File: src/hdl/wsp_pkg.sv
// Shared types, constants and lookup functions for the wavetable synth with pitch modulation.
`timescale 1ns / 1ps
`default_nettype none

package wsp_pkg;

   // Table geometry default
   localparam int TABLE_DEPTH_DEF = 64;

   // Shared multiplier widths
   localparam int MUL_A_W = 13;
   localparam int MUL_B_W = 12;
   localparam int MUL_P_W = MUL_A_W + MUL_B_W;

   // Configuration register indexes
   localparam logic [2:0] CSR_MAIN_PITCH     = 3'd0;
   localparam logic [2:0] CSR_MOD_PITCH      = 3'd1;
   localparam logic [2:0] CSR_MASTER_ENV     = 3'd2;
   localparam logic [2:0] CSR_VOL_ENV_CTRL   = 3'd3;
   localparam logic [2:0] CSR_SWEEP_ENV_CTRL = 3'd4;
   localparam logic [2:0] CSR_CONTROL_FLAGS  = 3'd5;
   localparam logic [2:0] CSR_MASTER_VOL_SEL = 3'd6;

   // Control flag bit positions
   localparam int FLAG_HALT      = 0;
   localparam int FLAG_ENV_OFF   = 1;
   localparam int FLAG_MOD_OFF   = 2;
   localparam int FLAG_WAVE_WREN = 3;

   // Command codes carried by an input beat
   typedef enum logic [2:0] {
      CMD_TICK      = 3'd0,
      CMD_WAVE_WR   = 3'd1,
      CMD_MOD_WR    = 3'd2,
      CMD_SET_BIAS  = 3'd3,
      CMD_SET_VOL   = 3'd4,
      CMD_SET_SWEEP = 3'd5
   } cmd_type;

   // Sequencer states
   typedef enum logic [3:0] {
      ST_IDLE,
      ST_CMD,
      ST_VOL_MUL,
      ST_VOL_UPD,
      ST_SWP_MUL,
      ST_SWP_UPD,
      ST_MOD,
      ST_OFS_MUL,
      ST_OFS_RND,
      ST_OFS_SCL,
      ST_OFS_UPD,
      ST_WAVE,
      ST_LVL_GAIN,
      ST_LVL_MUL,
      ST_LVL_UPD,
      ST_DONE
   } state_type;

   // Operand selection for the shared multiplier
   typedef enum logic [2:0] {
      MS_NONE,
      MS_VOL_RATE,
      MS_SWP_RATE,
      MS_BIAS_GAIN,
      MS_PITCH_T,
      MS_GAIN_MULT,
      MS_SAMPLE_LEVEL
   } mul_sel_type;

   // Per-state control decoded by the sequencer
   typedef struct packed {
      mul_sel_type mul_sel;
      logic        req_ready;
      logic        out_load;
   } ctrl_type;

   // Envelope count and gain pair
   typedef struct packed {
      logic [16:0] count;
      logic [5:0]  gain;
   } env_type;

   // Bias step for a modulation code; code four adds nothing
   function automatic logic signed [6:0] step_adj(input logic [2:0] code);
      logic signed [6:0] r;
      case (code)
         3'd0:    r = 7'sd0;
         3'd1:    r = 7'sd1;
         3'd2:    r = 7'sd2;
         3'd3:    r = 7'sd4;
         3'd4:    r = 7'sd0;
         3'd5:    r = -7'sd4;
         3'd6:    r = -7'sd2;
         default: r = -7'sd1;
      endcase
      return r;
   endfunction

   // Master level multiplier
   function automatic logic [5:0] level_mult(input logic [1:0] sel);
      logic [5:0] r;
      case (sel)
         2'd0:    r = 6'd36;
         2'd1:    r = 6'd24;
         2'd2:    r = 6'd17;
         default: r = 6'd14;
      endcase
      return r;
   endfunction

endpackage

`default_nettype wire

File: src/hdl/wavetable_synth_pitch_mod.sv
// Top level of the wavetable synth with pitch modulation and envelopes.
//
// Usage: each input beat on req_* carries a command. A tick advances the
// envelopes, the modulation accumulator and the wave accumulator; the other
// commands write a table entry, the bias or a gain. Every beat yields one
// result beat on rsp_* with the held output level and a wave-step flag.
// Configuration registers are written through csr_we/csr_index/csr_wdata;
// writes take effect at once. The user must write them only while no beat
// is in flight; the block does not enforce this. A tick steps the sequencer
// through the envelope states, the modulation state, the offset states when
// the modulation phase wraps, the wave state, the level states when the
// wave steps, then ST_DONE. One registered multiplier serves the envelope
// reload, the bias scaling, the pitch scaling and the sample level (up to
// six products per tick). Other commands pass through ST_CMD to ST_DONE.
// req_ready is high only while the sequencer is idle. A stalled result
// waits in the output register while the next beat is accepted and worked;
// that beat then holds in its last state until the register frees.
// Reset: synchronous, active high; clears the configuration, sequencer,
// voice and rsp_valid registers; table entries are undefined until written.
`timescale 1ns / 1ps
`default_nettype none

module wavetable_synth_pitch_mod
   import wsp_pkg::*;
#(
   parameter int  TABLE_DEPTH = TABLE_DEPTH_DEF,
   localparam int IdxW        = $clog2(TABLE_DEPTH)
) (
   input  wire logic            clock,
   input  wire logic            reset,
   // configuration port
   input  wire logic            csr_we,
   input  wire logic [2:0]      csr_index,
   input  wire logic [11:0]     csr_wdata,
   // input channel
   input  wire logic            req_valid,
   output logic                 req_ready,
   input  wire logic [2:0]      req_command,
   input  wire logic [IdxW-1:0] req_entry_index,
   input  wire logic [6:0]      req_entry_value,
   // result channel
   output logic                 rsp_valid,
   input  wire logic            rsp_ready,
   output logic [13:0]          rsp_sample_out,
   output logic                 rsp_wave_stepped
);

   // Configuration registers
   logic [11:0] main_pitch_ff;
   logic [11:0] mod_pitch_ff;
   logic [7:0]  master_env_ff;
   logic [7:0]  vol_ctrl_ff;
   logic [7:0]  swp_ctrl_ff;
   logic [3:0]  flags_ff;
   logic [1:0]  vol_sel_ff;

   // Tables
   logic [5:0] wave_mem [TABLE_DEPTH];
   logic [2:0] mod_mem  [TABLE_DEPTH];
   logic [5:0] wave_rd_ff;
   logic [2:0] mod_rd_ff;

   // Captured beat
   logic [2:0]      cmd_ff;
   logic [IdxW-1:0] idx_ff;
   logic [6:0]      val_ff;

   // Voice state
   logic [5:0]        vol_gain_ff,  vol_gain_in;
   logic [5:0]        swp_gain_ff,  swp_gain_in;
   logic [16:0]       vol_cnt_ff,   vol_cnt_in;
   logic [16:0]       swp_cnt_ff,   swp_cnt_in;
   logic [15:0]       mod_phase_ff, mod_phase_in;
   logic [IdxW-1:0]   mod_index_ff, mod_index_in;
   logic signed [6:0] bias_ff,      bias_in;
   logic signed [8:0] t_ff,         t_in;
   logic signed [14:0] pofs_ff,     pofs_in;
   logic [15:0]       wave_phase_ff, wave_phase_in;
   logic [IdxW-1:0]   wave_index_ff, wave_index_in;
   logic [13:0]       level_ff,     level_in;
   logic              stepped_ff,   stepped_in;

   // Result register
   logic        rsp_valid_ff, rsp_valid_in;
   logic [13:0] rsp_sample_ff;
   logic        rsp_stepped_ff;

   // Sequencer
   state_type state_ff, state_in;
   ctrl_type  ctrl;

   // Shared multiplier
   logic signed [MUL_A_W-1:0] op_a;
   logic signed [MUL_B_W-1:0] op_b;
   logic signed [MUL_P_W-1:0] prod;

   // Datapath terms
   logic               req_fire;
   logic               out_free;
   logic               env_en;
   env_type            vol_nx, swp_nx;
   logic               mod_run;
   logic signed [16:0] mod_diff;
   logic signed [9:0]  ofs_sh, ofs_adj, ofs_wrap;
   logic signed [14:0] ofs_round;
   logic               fm_on;
   logic signed [16:0] freq;
   logic               wave_run;
   logic signed [17:0] wave_diff;
   logic [5:0]         vol_lim;

   // Step one envelope: count down, reload and move the gain at zero
   function automatic env_type env_advance(input logic [16:0] count,
                                           input logic [5:0]  gain,
                                           input logic [7:0]  ctrl_reg,
                                           input logic [13:0] rate);
      env_type     r;
      logic [16:0] dec;
      r.count = count;
      r.gain  = gain;
      dec     = count - 17'd1;
      if (!ctrl_reg[7]) begin
         r.count = dec;
         if (dec == 17'd0) begin
            r.count = {rate, 3'b000};
            if (ctrl_reg[6]) begin
               if (gain < 6'd32) r.gain = gain + 6'd1;
            end else if (gain != 6'd0) begin
               r.gain = gain - 6'd1;
            end
         end
      end
      return r;
   endfunction

   assign req_fire = req_valid && req_ready;
   assign out_free = !rsp_valid_ff || rsp_ready;

   // Configuration writes
   always_ff @(posedge clock) begin
      if (reset) begin
         main_pitch_ff <= '0;
         mod_pitch_ff  <= '0;
         master_env_ff <= '0;
         vol_ctrl_ff   <= '0;
         swp_ctrl_ff   <= '0;
         flags_ff      <= '0;
         vol_sel_ff    <= '0;
      end else if (csr_we) begin
         unique case (csr_index)
            CSR_MAIN_PITCH:     main_pitch_ff <= csr_wdata;
            CSR_MOD_PITCH:      mod_pitch_ff  <= csr_wdata;
            CSR_MASTER_ENV:     master_env_ff <= csr_wdata[7:0];
            CSR_VOL_ENV_CTRL:   vol_ctrl_ff   <= csr_wdata[7:0];
            CSR_SWEEP_ENV_CTRL: swp_ctrl_ff   <= csr_wdata[7:0];
            CSR_CONTROL_FLAGS:  flags_ff      <= csr_wdata[3:0];
            CSR_MASTER_VOL_SEL: vol_sel_ff    <= csr_wdata[1:0];
            default: ;
         endcase
      end
   end

   // Table writes in ST_CMD and registered reads at beat acceptance
   always_ff @(posedge clock) begin
      if (state_ff == ST_CMD && cmd_ff == CMD_WAVE_WR && flags_ff[FLAG_WAVE_WREN]) begin
         wave_mem[idx_ff] <= val_ff[5:0];
      end
      if (state_ff == ST_CMD && cmd_ff == CMD_MOD_WR) begin
         mod_mem[idx_ff] <= val_ff[2:0];
      end
      if (req_fire) begin
         wave_rd_ff <= wave_mem[wave_index_ff];
         mod_rd_ff  <= mod_mem[mod_index_ff];
      end
   end

   // Capture the beat
   always_ff @(posedge clock) begin
      if (req_fire) begin
         cmd_ff <= req_command;
         idx_ff <= req_entry_index;
         val_ff <= req_entry_value;
      end
   end

   // Next state
   always_comb begin
      state_in = state_ff;
      unique case (state_ff)
         ST_IDLE: begin
            if (req_fire) state_in = (req_command == CMD_TICK) ? ST_VOL_MUL : ST_CMD;
         end
         ST_CMD:      state_in = ST_DONE;
         ST_VOL_MUL:  state_in = ST_VOL_UPD;
         ST_VOL_UPD:  state_in = ST_SWP_MUL;
         ST_SWP_MUL:  state_in = ST_SWP_UPD;
         ST_SWP_UPD:  state_in = ST_MOD;
         ST_MOD:      state_in = (mod_run && mod_diff[16]) ? ST_OFS_MUL : ST_WAVE;
         ST_OFS_MUL:  state_in = ST_OFS_RND;
         ST_OFS_RND:  state_in = ST_OFS_SCL;
         ST_OFS_SCL:  state_in = ST_OFS_UPD;
         ST_OFS_UPD:  state_in = ST_WAVE;
         ST_WAVE: begin
            if (!flags_ff[FLAG_HALT] && wave_run && wave_diff[17]) state_in = ST_LVL_GAIN;
            else state_in = ST_DONE;
         end
         ST_LVL_GAIN: state_in = ST_LVL_MUL;
         ST_LVL_MUL:  state_in = ST_LVL_UPD;
         ST_LVL_UPD:  state_in = ST_DONE;
         ST_DONE: begin
            if (out_free) state_in = ST_IDLE;
         end
         default:     state_in = ST_IDLE;
      endcase
   end

   // Sequencer outputs
   always_comb begin
      ctrl = '{mul_sel: MS_NONE, req_ready: 1'b0, out_load: 1'b0};
      unique case (state_ff)
         ST_IDLE:     ctrl.req_ready = 1'b1;
         ST_VOL_MUL:  ctrl.mul_sel   = MS_VOL_RATE;
         ST_SWP_MUL:  ctrl.mul_sel   = MS_SWP_RATE;
         ST_OFS_MUL:  ctrl.mul_sel   = MS_BIAS_GAIN;
         ST_OFS_SCL:  ctrl.mul_sel   = MS_PITCH_T;
         ST_LVL_GAIN: ctrl.mul_sel   = MS_GAIN_MULT;
         ST_LVL_MUL:  ctrl.mul_sel   = MS_SAMPLE_LEVEL;
         ST_DONE:     ctrl.out_load  = out_free;
         default: ;
      endcase
   end

   assign req_ready = ctrl.req_ready;

   // Select multiplier operands
   assign vol_lim = (vol_gain_ff >= 6'd32) ? 6'd32 : vol_gain_ff;

   always_comb begin
      op_a = '0;
      op_b = '0;
      case (ctrl.mul_sel)
         MS_VOL_RATE: begin
            op_a = {5'b0, master_env_ff};
            op_b = {5'b0, 7'({1'b0, vol_ctrl_ff[5:0]} + 7'd1)};
         end
         MS_SWP_RATE: begin
            op_a = {5'b0, master_env_ff};
            op_b = {5'b0, 7'({1'b0, swp_ctrl_ff[5:0]} + 7'd1)};
         end
         MS_BIAS_GAIN: begin
            op_a = {{6{bias_ff[6]}}, bias_ff};
            op_b = {6'b0, swp_gain_ff};
         end
         MS_PITCH_T: begin
            op_a = {1'b0, main_pitch_ff};
            op_b = {{3{t_ff[8]}}, t_ff};
         end
         MS_GAIN_MULT: begin
            op_a = {7'b0, vol_lim};
            op_b = {6'b0, level_mult(vol_sel_ff)};
         end
         MS_SAMPLE_LEVEL: begin
            op_a = {7'b0, wave_rd_ff};
            op_b = prod[11:0];
         end
         default: ;
      endcase
   end

   wsp_mul u_mul (
      .clock   (clock),
      .op_a    (op_a),
      .op_b    (op_b),
      .product (prod)
   );

   // Envelope, modulation and wave terms
   assign env_en   = !flags_ff[FLAG_ENV_OFF] && !flags_ff[FLAG_HALT] && (master_env_ff != 8'd0);
   assign vol_nx   = env_advance(vol_cnt_ff, vol_gain_ff, vol_ctrl_ff, prod[13:0]);
   assign swp_nx   = env_advance(swp_cnt_ff, swp_gain_ff, swp_ctrl_ff, prod[13:0]);
   assign mod_run  = !flags_ff[FLAG_MOD_OFF] && (mod_pitch_ff != 12'd0);
   assign mod_diff = $signed({1'b0, mod_phase_ff}) - $signed({5'b0, mod_pitch_ff});

   // Round bias times gain by sixteen, then wrap into the offset window
   assign ofs_sh = prod[13:4];
   always_comb begin
      ofs_adj = ofs_sh;
      if ((prod[3:0] != 4'd0) && !ofs_sh[7]) begin
         ofs_adj = bias_ff[6] ? (ofs_sh - 10'sd1) : (ofs_sh + 10'sd2);
      end
      ofs_wrap = ofs_adj;
      if (ofs_adj >= 10'sd192)     ofs_wrap = ofs_adj - 10'sd256;
      else if (ofs_adj < -10'sd64) ofs_wrap = ofs_adj + 10'sd256;
   end
   assign t_in = ofs_wrap[8:0];

   // Round pitch times offset by sixty-four
   assign ofs_round = prod[20:6] + {14'b0, prod[5]};

   assign fm_on     = mod_run && (main_pitch_ff != 12'd0);
   assign freq      = $signed({5'b0, main_pitch_ff}) +
                      (fm_on ? {{2{pofs_ff[14]}}, pofs_ff} : 17'sd0);
   assign wave_run  = !freq[16] && (freq != 17'sd0) && !flags_ff[FLAG_WAVE_WREN];
   assign wave_diff = $signed({2'b0, wave_phase_ff}) - {freq[16], freq};

   // Voice state next values
   always_comb begin
      vol_gain_in   = vol_gain_ff;
      swp_gain_in   = swp_gain_ff;
      vol_cnt_in    = vol_cnt_ff;
      swp_cnt_in    = swp_cnt_ff;
      mod_phase_in  = mod_phase_ff;
      mod_index_in  = mod_index_ff;
      bias_in       = bias_ff;
      pofs_in       = pofs_ff;
      wave_phase_in = wave_phase_ff;
      wave_index_in = wave_index_ff;
      level_in      = level_ff;
      stepped_in    = stepped_ff;
      unique case (state_ff)
         ST_IDLE: begin
            if (req_fire) stepped_in = 1'b0;
         end
         ST_CMD: begin
            case (cmd_ff)
               CMD_SET_BIAS:  bias_in     = val_ff;
               CMD_SET_VOL:   vol_gain_in = val_ff[5:0];
               CMD_SET_SWEEP: swp_gain_in = val_ff[5:0];
               default: ;
            endcase
         end
         ST_VOL_UPD: begin
            if (env_en) begin
               vol_cnt_in  = vol_nx.count;
               vol_gain_in = vol_nx.gain;
            end
         end
         ST_SWP_UPD: begin
            if (env_en) begin
               swp_cnt_in  = swp_nx.count;
               swp_gain_in = swp_nx.gain;
            end
         end
         ST_MOD: begin
            // advance phase; on wrap step the table index and the bias
            if (mod_run) begin
               mod_phase_in = mod_diff[15:0];
               if (mod_diff[16]) begin
                  mod_index_in = mod_index_ff + IdxW'(1);
                  bias_in      = bias_ff + step_adj(mod_rd_ff);
               end
            end
         end
         ST_OFS_UPD:  pofs_in = ofs_round;
         ST_WAVE: begin
            if (flags_ff[FLAG_HALT]) begin
               level_in      = '0;
               wave_index_in = '0;
            end else if (wave_run) begin
               wave_phase_in = wave_diff[15:0];
               if (wave_diff[17]) begin
                  wave_index_in = wave_index_ff + IdxW'(1);
                  stepped_in    = 1'b1;
               end
            end
         end
         ST_LVL_UPD:  level_in = prod[16:3];
         default: ;
      endcase
   end

   // Sequencer and voice state registers
   always_ff @(posedge clock) begin
      if (reset) begin
         state_ff      <= ST_IDLE;
         vol_gain_ff   <= '0;
         swp_gain_ff   <= '0;
         vol_cnt_ff    <= '0;
         swp_cnt_ff    <= '0;
         mod_phase_ff  <= 16'hFFFF;
         mod_index_ff  <= '0;
         bias_ff       <= '0;
         pofs_ff       <= '0;
         wave_phase_ff <= 16'hFFFF;
         wave_index_ff <= '0;
         level_ff      <= '0;
         stepped_ff    <= 1'b0;
      end else begin
         state_ff      <= state_in;
         vol_gain_ff   <= vol_gain_in;
         swp_gain_ff   <= swp_gain_in;
         vol_cnt_ff    <= vol_cnt_in;
         swp_cnt_ff    <= swp_cnt_in;
         mod_phase_ff  <= mod_phase_in;
         mod_index_ff  <= mod_index_in;
         bias_ff       <= bias_in;
         pofs_ff       <= pofs_in;
         wave_phase_ff <= wave_phase_in;
         wave_index_ff <= wave_index_in;
         level_ff      <= level_in;
         stepped_ff    <= stepped_in;
      end
   end

   // Hold the offset operand between its rounding and scaling steps
   always_ff @(posedge clock) begin
      if (state_ff == ST_OFS_RND) t_ff <= t_in;
   end

   // Result register: load a beat when free, drop it when taken
   assign rsp_valid_in = ctrl.out_load || (rsp_valid_ff && !rsp_ready);

   always_ff @(posedge clock) begin
      if (reset) begin
         rsp_valid_ff <= 1'b0;
      end else begin
         rsp_valid_ff <= rsp_valid_in;
      end
   end

   always_ff @(posedge clock) begin
      if (ctrl.out_load) begin
         rsp_sample_ff  <= level_ff;
         rsp_stepped_ff <= stepped_ff;
      end
   end

   assign rsp_valid        = rsp_valid_ff;
   assign rsp_sample_out   = rsp_sample_ff;
   assign rsp_wave_stepped = rsp_stepped_ff;

endmodule

`default_nettype wire

File: src/hdl/wsp_mul.sv
// Shared signed multiplier with a registered product.
`timescale 1ns / 1ps
`default_nettype none

module wsp_mul
   import wsp_pkg::*;
(
   input  wire logic                       clock,
   input  wire logic signed [MUL_A_W-1:0]  op_a,
   input  wire logic signed [MUL_B_W-1:0]  op_b,
   output logic signed [MUL_P_W-1:0]       product
);

   logic signed [MUL_P_W-1:0] product_ff;
   logic signed [MUL_P_W-1:0] product_in;

   // Form the full-width product
   assign product_in = MUL_P_W'(op_a) * MUL_P_W'(op_b);

   // Register the product every cycle
   always_ff @(posedge clock) begin
      product_ff <= product_in;
   end

   assign product = product_ff;

endmodule

`default_nettype wire

File: config.mk
export PLATFORM = sky130hd
export DESIGN_NAME = wavetable_synth_pitch_mod
export DESIGN_NICKNAME = d
export VERILOG_FILES = /design/src/hdl/wsp_pkg.sv /design/src/hdl/wavetable_synth_pitch_mod.sv /design/src/hdl/wsp_mul.sv
export SDC_FILE = /design/constraint.sdc
export NUM_CORES = 2
export LEC_CHECK = 0
export ABC_CLOCK_PERIOD_IN_PS = 14970
export BUFFER_PORTS_ARGS = -buffer_cell sky130_fd_sc_hd__buf_2
export CAP_MARGIN = 25
export CORE_UTILIZATION = 40
export DETAILED_ROUTE_END_ITERATION = 8
export PLACE_DENSITY = 0.51
export SYNTH_ARGS = -nofsm -noshare
export SYNTH_HDL_FRONTEND = slang
export SYNTH_SLANG_ARGS = --single-unit
File: constraint.sdc
create_clock -name clock -period 14.97 [get_ports clock]
set_input_delay 0 -clock clock [delete_from_list [all_inputs] [get_ports clock]]
set_output_delay 0 -clock clock [all_outputs]
set_load 0.01 [all_outputs]
==> summary.txt <==
status -> finished clean
multi-input combinational cell area -> 0.0173 mm^2
Synth warnings -> 0
layout cells sized above 1 -> 13.8%
Iter 0 DRT Violations -> 2257
mapped cell area -> 0.0418 mm^2
relative slew slack -> 30.2%
Area Growth Syn to Fin -> 13.0%
RSZ-0062 raised after global routing -> no
multiplexer share of the synthesized area -> 11.1%
Chip Height -> 325 um
Initial Util -> 40.4%
Worst-path clk slew -> 0.06 ns
final core occ -> 45.6%
CP Capture Type -> flop
Peak VDD IR -> 0.0937 mV
Syn Inst Count -> 3290
maximum clock rate -> 122 MHz
Pwr Density -> 123 mW/mm^2
setup TNS -> 0 ns
fin crit period -> 8.22 ns
Port Buf Inserts -> 52
RD Place Congestion -> 0.924
vias per cell -> 5.54
Total GRT Usage -> 20.8%
Hold WS -> 0.0437 ns
Synth Flop Type -> edfxtp_1
Max Cap Viol -> 0
# setup viols final -> 0
CP max FO -> 17
Post-synth EDFFs -> 625
CTS buffer count -> 92
CTS tree -> yes
Die ar. -> 0.106 mm^2
fillers -> 9319
Static Leakage -> 16.5 nW
post-route clock period utilization -> 54.9%
antenna violation net count after detailed routing -> 0
PostCTS Resize Cnt -> 0
post-synthesis adder-cell area fraction -> 9.80%
H-tree level count -> 3
sequential share of the synthesized area -> 54.8%
Rows -> 118
flops & latches, synth -> 832
HP Class -> in2reg
first-pass GRT wire length -> 168000 um
TritonRoute pass-1 iters -> 5
Avg WL per Cell -> 22.8 um
Max clock buf depth -> 3
largest family of logic cells by synthesized area -> multiplexers
worst path required time -> 15.60 ns
Distinct cells, synth -> 92
Tot Pwr -> 5.83 mW
Data arrival, critical path -> 8.84 ns
GRT overflow -> 0
DP Cell Count -> 4606
Skew-Pair Late Insertion Delay -> 0.68 ns
Post-Synth Simple-Gate Area -> 10.7%
Clock Tree Root -> clkbuf_16
Die Wd -> 325 um
DR DRC count -> 0
Syn Area/Cell -> 12.7 um^2
Slew Viols, Final -> 0
antenna violations before repair -> 0
largest net degree at the start of global routing -> 90
Startpoint Class -> flop
CP Class -> reg2reg
complex-gate fraction of the synthesized area -> 7.87%
Tightest Pin Transition -> 1.05 ns
IO Pins -> 53
via count -> 26706
NumNets Final -> 3654
FF/Latch Area -> 0.0229 mm^2
Detailed Route WL -> 110000 um
Setup Skew -> 0.0508 ns
core area -> 0.103 mm^2
largest cells by area after synthesis -> edfxtp_1 45%, mux4_2 10%, dfxtp_1 9.9%, fa_1 6.2%, ha_1 3.6%
CTS Sinks -> 832
diodes inserted -> 0
final non-filler cell total -> 4822
Post-DP HPWL -> 75300 um
vias in the first global route -> 27179
post-synth top area share -> 44.9%
Fin. Hold Viols -> 0
post-synth top area cell -> edfxtp_1
async set-reset flop share out of synthesis -> 0%
post-synthesis xor/xnor area fraction -> 1.93%
cells by family after synthesis:
kind of cell,count (synthesis)
adders and majority gates,250
buffers and inverters,403
muxes,225
DFF,832
AOI/OAI and AO/OA,501
and+or+nand+nor,986
other,1
xor gates and xnor gates,92
worst paths after layout:
path,startpoint,endpoint,slack [ns],cells past startpoint
hold / removal,req_entry_index[1],idx_ff[1],0.04,2
setup reg to reg,state_ff[2],u_mul.product[20],6.75,25
hold reg to reg,level_ff[9],rsp_sample_out[9],0.44,0
setup / recovery,state_ff[2],u_mul.product[20],6.75,25
layer usage:
metal | up-vias | track usage, % | routed length (um)
li1 | 12194 | - | -
met1 | 13609 | 28.7 | 49000
met2 | 729 | 34.0 | 52500
met3 | 174 | 3.20 | 5540
met4 | 0 | 6.04 | 2990
met5 | - | 0 | 0
sequential cells by signal (all words and copies together), names as in the netlist, 9 cells and up:
| signal | flops |
|---|---|
| pofs_ff | 15 |
| mod_pitch_ff | 12 |
| t_ff | 9 |
| wave_phase_ff | 16 |
| wave_mem | 384 |
| main_pitch_ff | 12 |
| swp_cnt_ff | 17 |
| level_ff | 14 |
| mod_phase_ff | 16 |
| vol_cnt_ff | 17 |
| u_mul.product | 21 |
| mod_mem | 192 |
| rsp_sample_out | 14 |
cell type report:
cell class,instances,area share (%)
sequential,832,48.6
clock buffer,118,5.32
clock inverter,49,1.45
multi-input combinational,2057,36.7
inverter,244,1.94
tap,1380,3.66
timing repair buffer,142,2.40
timing repair:
item                      CTS  global route
hold endpoints to repair  109             0
buffers inserted            0             0
hold buffers               41             0
cells in the final DEF, fill, tap and decap left out, types with 13 or more instances in the layout:
| master | synthesis | layout |
|---|---|---|
| or3_1 | 23 | 23 |
| nand3_1 | 46 | 46 |
| fa_1 | 129 | 129 |
| mux2i_1 | 34 | 34 |
| mux4_2 | 189 | 189 |
| dlygate4sd3_1 | 0 | 41 |
| nand4_1 | 15 | 15 |
| bufinv_16 | 0 | 14 |
| o21a_1 | 13 | 13 |
| nor3_1 | 42 | 41 |
| xnor2_1 | 61 | 61 |
| a22oi_1 | 41 | 41 |
| nor4_1 | 22 | 22 |
| nor2b_1 | 15 | 14 |
| nand2_1 | 320 | 320 |
| a211oi_1 | 29 | 29 |
| a21oi_1 | 158 | 158 |
| a31oi_1 | 18 | 18 |
| clkinv_2 | 0 | 13 |
| edfxtp_1 | 625 | 625 |
| buf_4 | 5 | 39 |
| dfxtp_1 | 207 | 202 |
| ha_1 | 120 | 120 |
| and2_1 | 16 | 16 |
| clkbuf_1 | 110 | 18 |
| buf_2 | 11 | 51 |
| clkbuf_16 | 0 | 95 |
| a21o_1 | 22 | 22 |
| and3_1 | 29 | 29 |
| nor2_1 | 384 | 381 |
| o211ai_1 | 19 | 19 |
| inv_1 | 244 | 244 |
| xor2_1 | 31 | 31 |
| o21ai_0 | 89 | 89 |
cells in the mapped netlist (22+ instances only):
| cell | n |
|---|---|
| a211oi_1 | 29 |
| a21o_1 | 22 |
| a21oi_1 | 158 |
| a22oi_1 | 41 |
| and3_1 | 29 |
| buf_1 | 27 |
| clkbuf_1 | 110 |
| dfxtp_1 | 207 |
| edfxtp_1 | 625 |
| fa_1 | 129 |
| ha_1 | 120 |
| inv_1 | 244 |
| mux2i_1 | 34 |
| mux4_2 | 189 |
| nand2_1 | 320 |
| nand3_1 | 46 |
| nor2_1 | 384 |
| nor3_1 | 42 |
| nor4_1 | 22 |
| o21ai_0 | 89 |
| or3_1 | 23 |
| xnor2_1 | 61 |
| xor2_1 | 31 |
power breakdown:
group	switching (mW)	leakage, nW	internal, mW
sequential	0.0753	7.31	2.61
clock	0.945	1.55	1.43
combinational	0.503	7.61	0.259
total	1.52	16.5	4.30
worst max-delay path: stages (launching register included):
cell and delay (ns):
dfxtp_1 0.63, nand2b_1 0.29, nor3_2 0.70, mux2i_1 0.35, inv_1 0.08, ha_1 0.24, and3_1 0.16, o21ai_0 0.52
nand3_1 0.49, nand2_1 0.23, fa_1 0.46, fa_1 0.43, fa_1 0.50, inv_1 0.06, fa_1 0.53, inv_1 0.05
fa_1 0.47, inv_1 0.04, ha_1 0.32, o2111a_1 0.25, a21oi_1 0.26, a2111oi_0 0.19, o21ai_0 0.33, nor2_1 0.11
or4_1 0.40, nand2_1 0.08
stage by stage:
stage	setup WS [ns]	area [um^2]
after detailed placement	6.84	43500
after global routing	6.13	47200
after floorplan	8.40	41800
after CTS	6.85	47100
final	6.75	47200
after global placement	7.01	43400
Note: power is estimated with default switching activity, not from simulation.
